===== config.mk =====
export PLATFORM = sky130hd
export DESIGN_NAME = sdd_alu
export DESIGN_NICKNAME = d
export VERILOG_FILES = /design/src/sdd_pkg.sv /design/src/sdd_alu.sv
export SDC_FILE = /design/constraint.sdc
export NUM_CORES = 1
export LEC_CHECK = 0
export BUFFER_PORTS_ARGS = -buffer_cell sky130_fd_sc_hd__buf_4
export CORE_MARGIN = 5
export CORE_UTILIZATION = 40
export CTS_CLUSTER_DIAMETER = 30
export CTS_CLUSTER_SIZE = 10
export DETAILED_ROUTE_END_ITERATION = 8
export PLACE_DENSITY_LB_ADDON = 0.25
export SYNTH_ARGS = -nofsm -noshare
export SYNTH_HDL_FRONTEND = slang
export SYNTH_SLANG_ARGS = --single-unit

===== constraint.sdc =====
create_clock -name clk -period 7.5 [get_ports clk]
set_input_delay 0.375 -clock clk [delete_from_list [all_inputs] [get_ports clk]]
set_output_delay 0.375 -clock clk [all_outputs]
set_load 0.01 [all_outputs]

===== src/sdd_pkg.sv =====
// Shared types, codes and the size-class mapping for the slab defrag decision block.
package sdd_pkg;

    localparam int NW = 9;

    localparam logic [1:0] OP_LOAD  = 2'd0;
    localparam logic [1:0] OP_USAGE = 2'd1;
    localparam logic [1:0] OP_QUERY = 2'd2;

    localparam logic [1:0] ST_OK        = 2'd0;
    localparam logic [1:0] ST_BAD_INDEX = 2'd1;
    localparam logic [1:0] ST_ZERO_CNT  = 2'd2;
    localparam logic [1:0] ST_MISMATCH  = 2'd3;

    localparam logic [0:0] CFG_BIN_COUNT = 1'd0;
    localparam logic [0:0] CFG_THRESHOLD = 1'd1;

    localparam logic [6:0]  BIN_COUNT_RST = 7'd36;
    localparam logic [9:0]  THRESHOLD_RST = 10'd125;
    localparam logic [31:0] PERMILLE      = 32'd1000;

    typedef enum logic [0:0] {
        ALU_MUL,
        ALU_DIV
    } alu_mode_t;

    typedef struct packed {
        logic      start;
        alu_mode_t mode;
    } alu_req_t;

    typedef struct packed {
        logic busy;
        logic done;
    } alu_rsp_t;

    typedef enum logic [3:0] {
        S_IDLE,
        S_EXEC,
        S_U_RD,
        S_U_MUL1,
        S_U_MUL2,
        S_Q_DIV,
        S_Q_RD,
        S_Q_MUL1,
        S_Q_MUL2,
        S_Q_MUL3,
        S_Q_MUL4,
        S_DONE
    } state_t;

    function automatic logic [NW-1:0] size_to_class(input logic [31:0] sz);
        logic [31:0] szm;
        logic [5:0]  p;
        logic [32:0] pow;
        logic [32:0] diff;
        logic [32:0] q;
        logic [8:0]  res;
        szm = sz - 32'd1;
        p   = 6'd0;
        for (int i = 0; i < 32; i++)
        begin
            if (szm[i])
                p = 6'(i + 1);
        end
        pow  = 33'd1 << p;
        diff = pow - {1'b0, sz};
        q    = diff >> (p - 6'd3);
        if (sz <= 32'd64)
            res = 9'(sz >> 3) - 9'd1;
        else
            res = {1'b0, p, 2'b00} - 9'd17 - q[8:0];
        return res;
    endfunction

endpackage


===== src/sdd_alu.sv =====
// Shared shift-add multiplier and restoring divider stepped one bit per cycle.
module sdd_alu
    import sdd_pkg::*;
(
    input  logic        clk,
    input  logic        rst_n,
    input  alu_req_t    req,
    input  logic [63:0] a,
    input  logic [31:0] b,
    output alu_rsp_t    rsp,
    output logic [63:0] result
);

    logic [63:0] acc_reg, acc_next;
    logic [63:0] mcand_reg, mcand_next;
    logic [31:0] mplier_reg, mplier_next;
    logic [4:0]  cnt_reg, cnt_next;
    logic        busy_reg, busy_next;
    logic        done_reg, done_next;
    alu_mode_t   mode_reg, mode_next;
    logic [16:0] rem_sh;
    logic [16:0] rem_new;
    logic        qbit;

    always_ff @(posedge clk or negedge rst_n)
    begin
        if (!rst_n)
        begin
            busy_reg <= 1'b0;
            done_reg <= 1'b0;
            mode_reg <= ALU_MUL;
        end
        else
        begin
            busy_reg <= busy_next;
            done_reg <= done_next;
            mode_reg <= mode_next;
        end
    end

    always_ff @(posedge clk)
    begin
        acc_reg    <= acc_next;
        mcand_reg  <= mcand_next;
        mplier_reg <= mplier_next;
        cnt_reg    <= cnt_next;
    end

    always_comb
    begin
        acc_next    = acc_reg;
        mcand_next  = mcand_reg;
        mplier_next = mplier_reg;
        cnt_next    = cnt_reg;
        busy_next   = busy_reg;
        done_next   = 1'b0;
        mode_next   = mode_reg;
        rem_sh      = {acc_reg[15:0], mplier_reg[31]};
        qbit        = (rem_sh >= {1'b0, mcand_reg[15:0]});
        rem_new     = qbit ? rem_sh - {1'b0, mcand_reg[15:0]} : rem_sh;
        if (req.start)
        begin
            busy_next = 1'b1;
            mode_next = req.mode;
            acc_next  = 64'd0;
            cnt_next  = 5'd0;
            if (req.mode == ALU_DIV)
            begin
                mcand_next  = {48'd0, b[15:0]};
                mplier_next = a[31:0];
            end
            else
            begin
                mcand_next  = a;
                mplier_next = b;
            end
        end
        else if (busy_reg)
        begin
            if (mode_reg == ALU_MUL)
            begin
                if (mplier_reg[0])
                    acc_next = acc_reg + mcand_reg;
                mcand_next  = mcand_reg << 1;
                mplier_next = mplier_reg >> 1;
                if (mplier_reg[31:1] == 31'd0)
                begin
                    busy_next = 1'b0;
                    done_next = 1'b1;
                end
            end
            else
            begin
                acc_next    = {47'd0, rem_new};
                mplier_next = {mplier_reg[30:0], qbit};
                cnt_next    = cnt_reg + 5'd1;
                if (cnt_reg == 5'd31)
                begin
                    busy_next = 1'b0;
                    done_next = 1'b1;
                end
            end
        end
    end

    assign rsp.busy = busy_reg;
    assign rsp.done = done_reg;
    assign result   = (mode_reg == ALU_DIV) ? {32'd0, mplier_reg} : acc_reg;

endmodule


==> key figures <==
Floorplan
  – Die X: 185 um
  – Die extent in y: roughly 190 um
  – Cell row count: 64
  – Die area: 0.0344 sq mm
  – Core ar.: 0.0305 sq mm
  – Starting Density: about 40%
  – Ports: approximately 170

Clock network
  – H-tree depth: 4
  – Post-CTS resize count: 0
  – CTS tree: done
  – Clk_lat worst skew: 0.44 ns
  – Clock transition at path regs: 0.07 ns
  – Longest Clk Path Bufs: 2
  – CTS root buffer: clkbuf_16
  – CTS Buf Count: 17
  – Clk sinks: around 170

Worst setup path
  – Critical path capture point type: flip-flop
  – Crit start category: flip-flop
  – Flop-to-flop setup slack: a little under 4 ns
  – Crit Path Max Fanout: 4
  – R2R depth: 12
  – Delay-heaviest family, CP: compound AO/OA/AOI/OAI gates
  – Req. time, crit path: between 7 and 8 ns
  – CP dominant cell by count: nor2_1
  – Max stage delay on crit path: about 0.45 ns
  – Worst Path Arrival: 3.93 ns
  – Setup CP Type: flip-flop to flip-flop
  – CP max-delay cell: fa_1
  – Crit path cell chain: ha_1 -> fa_1 -> a211oi_2 -> nor2_1 -> o31a_1 -> a221oi_4 -> o21ai_1 -> a21boi_0 -> o21ai_0 -> xor2_1 -> a22oi_1 -> nor2_1
  – Reg-to-Reg End: acc_reg[24]
  – R2R Path Start: mcand_reg[0]
  – WP buf/inv: 0

Drt
  – Routed wire length per instance: 19.5 um
  – Vias per inst: between 5 and 6
  – WL final: ~36,000 um
  – Drt pass-1 iters: 7
  – Antenna-violating nets left: 0
  – DRC: 0
  – Total vias in the final route: 10,900
  – Initial DRC count: between 1,000 and 1,500

Timing
  – Final number of setup-violating endpoints: 0
  – Final Cycle Share: 48.6%
  – Max Transition Viols Final: 0
  – RSZ-0062 raised after global routing: no
  – Hold Violations, Final: 0
  – Highest Clock Rate: 274 MHz
  – Worst rel slew slack: just over 30%
  – Worst-Margin Slew: slightly above 1 ns
  – Post-layout min period: 3.65 ns
  – Worst-case clock skew: 0.0160 ns
  – Setup TNS: 0 ns

Finish
  – Layout Nets: between 1,500 and 2,000
  – P&R area growth vs syn: 16.7%
  – FILL cells: about 2,900
  – Design Area, Final: approximately 0.014 sq mm
  – Layout cells sized above 1: between 15 and 20%
  – N_diodes: 0

GRT
  – Largest net degree at the start of global routing: between 90 and 100
  – Tot GR Track Use: 20.9%
  – Initial antenna violation count: 0
  – Vias in the first global route: between 10,000 and 15,000
  – Total grt overflow: 0
  – First-pass GRT wire length: ~58,000 um

Placement
  – Placed Area: around 0.014 sq mm
  – Final HPWL DP: between 20,000 and 30,000 um
  – Gpl congestion: 0.904
  – Buffers on Ports: 165

Run
  – Max-cap violations: 0

Outcome
  – Outcome: finished clean

Yosys
  – Syn avg cell area: approximately 9 sq um
  – Mux cell area share after synthesis: 5.01%
  – FF+latch count, synth: approximately 170
  – Post-synthesis compound-gate area fraction: between 20 and 30%
  – Post-Syn Nets: 1,546
  – FFs w/ async S/R, synth: 1.79%
  – Adder-cell share of the synthesized area: about 8.6%
  – Mapped Cells: between 1,000 and 1,500
  – Synth Flop Type: edfxtp_1
  – Synth Area in XOR/XNOR: 5.20%
  – Synthesized cell area: around 0.012 sq mm
  – Register area share after synthesis: roughly a third
  – Yosys cell types: 70
  – Yosys warnings: 0
  – Post-Synth Simple-Gate Area: approximately 14%
  – Largest family of logic cells by synthesized area: compound AO/OA/AOI/OAI gates
  – Post-synth EDFFs: 96

Worst hold path
  – Type of the tightest min-delay check: input port to flip-flop
  – Hold path cells: 2
  – Hold Path End: mcand_reg[51]
  – Hold_sp: a[51]

Pwr
  – LEAKAGE: roughly 6.4 nW
  – Pwr per Cell Area: ~240 mW/mm^2
  – Maximum vdd drop: roughly 0.18 mV
## per-layer routing
layer  vias to the layer above  GRT usage, %  wire, um
met1                      5160          32.2     18000
met4                         0          4.70       465
met2                       402          30.5     15300
met5                         -             0         0
li1                       5311             -         -
met3                        26          3.73      2710
## Yosys cell counts (7+ instances only)
| library cell | instances | area share [%] |
|---|---|---|
| edfxtp_1 | 96 | 23 |
| xor2_1 | 27 | 1.9 |
| nand3_1 | 16 | 0.65 |
| o21bai_1 | 16 | 0.98 |
| o22ai_1 | 7 | 0.36 |
| a21oi_1 | 148 | 6.0 |
| a22oi_1 | 12 | 0.73 |
| o21a_1 | 10 | 0.61 |
| a21o_1 | 61 | 3.7 |
| nor3_1 | 26 | 1.1 |
| nor2b_1 | 41 | 2.1 |
| o21ai_0 | 58 | 2.4 |
| and2_1 | 33 | 1.7 |
| nor2_1 | 92 | 2.8 |
| nand4_1 | 26 | 1.3 |
| o211ai_1 | 9 | 0.55 |
| mux2i_1 | 56 | 4.6 |
| xnor2_1 | 46 | 3.3 |
| a22o_1 | 81 | 5.8 |
| inv_1 | 41 | 1.3 |
| nand2_1 | 78 | 2.4 |
| dfxtp_1 | 69 | 11 |
| clkbuf_1 | 76 | 2.3 |
| and3_1 | 7 | 0.36 |
| nor4_1 | 11 | 0.56 |
| a211oi_1 | 36 | 2.2 |
| buf_1 | 12 | 0.37 |
| ha_1 | 81 | 8.2 |
## per-stage QoR
stage               util, %  std cells  setup WS (ns)  total power [W]  hold WS (ns)
global route           47.1       1875           3.57          0.00369         0.207
global placement       45.2       1842           4.00          0.00259         0.171
CTS                    47.1       1875           3.90          0.00348         0.206
finish                 47.1       1875           3.85          0.00348         0.222
detailed placement     45.2       1842           3.94          0.00260         0.172
floorplan                 -       1363           1.61          0.00220        0.0794
## layout by cell type (no fill, tap or decap), types with 7 or more instances in the layout
| cell type | Yosys | layout |
|---|---|---|
| o22ai_1 | 7 | 7 |
| nor2_1 | 92 | 89 |
| and3_1 | 7 | 7 |
| mux2i_1 | 56 | 56 |
| and2_1 | 33 | 33 |
| a22o_1 | 81 | 81 |
| o21a_1 | 10 | 10 |
| buf_4 | 2 | 176 |
| nand3_1 | 16 | 16 |
| o21bai_1 | 16 | 16 |
| ha_1 | 81 | 81 |
| nand2_1 | 78 | 78 |
| nand4_1 | 26 | 26 |
| a211oi_1 | 36 | 36 |
| nor3_1 | 26 | 26 |
| a22oi_1 | 12 | 12 |
| a21oi_1 | 148 | 148 |
| xnor2_1 | 46 | 46 |
| edfxtp_1 | 96 | 96 |
| clkbuf_16 | 0 | 17 |
| nor2b_1 | 41 | 41 |
| a21o_1 | 61 | 61 |
| o211ai_1 | 9 | 9 |
| nor4_1 | 11 | 11 |
| o21ai_0 | 58 | 57 |
| dfxtp_1 | 69 | 69 |
| inv_1 | 41 | 40 |
| xor2_1 | 27 | 27 |
## worst register-to-register path, cell delays in order, from the launching register on
cell and delay [ns]:
edfxtp_1 0.43, ha_1 0.24, fa_1 0.45, a211oi_2 0.25, nor2_1 0.11, o31a_1 0.31
a221oi_4 0.43, o21ai_1 0.19, a21boi_0 0.44, o21ai_0 0.23, xor2_1 0.19, a22oi_1 0.17
nor2_1 0.06
## cells by family after synthesis
| group | Yosys count |
|---|---|
| flops | 168 |
| fa+ha+maj | 83 |
| simple gates | 349 |
| mux | 61 |
| xor+xnor | 73 |
| buf+inv | 135 |
| compound gates | 494 |
## worst max path at each step
stage | start | to | slack, ns | depth (start not counted)
3_3_place_gp | mcand_reg[0] | acc_reg[36] | 4.00 | 13
2_1_floorplan | mode_reg | mcand_reg[0] | 1.61 | 3
3_5_place_dp | mcand_reg[0] | acc_reg[36] | 3.94 | 13
6_report | mcand_reg[0] | acc_reg[24] | 3.85 | 12
5_1_grt | mcand_reg[1] | acc_reg[5] | 3.57 | 13
4_1_cts | mcand_reg[0] | acc_reg[36] | 3.90 | 13
## cell type report
| class | count | area [sq um] | area share (%) |
|---|---|---|---|
| multi-input combinational | 1060 | 7470 | 52.0 |
| sequential | 168 | 4340 | 30.2 |
| timing repair buffer | 177 | 1330 | 9.27 |
| tap | 396 | 495 | 3.45 |
| clock buffer | 19 | 433 | 3.01 |
| inverter | 42 | 158 | 1.10 |
| clock inverter | 13 | 135 | 0.941 |
## power by group
group	total [W]	leakage [nW]	internal, W	switching, W
registers	0.00126	1.61	0.00112	0.000143
logic	0.00134	4.47	0.000583	0.000762
clock network	0.000873	0.277	0.000468	0.000405
total	0.00348	6.36	0.00217	0.00131
## repair_timing
action                                 CTS  global route
endpoints found under the hold margin    3             0
buffers inserted                         0             0
setup endpoints to repair                0             0
hold buffers                             1             0
(Power assumes the default switching activity.)
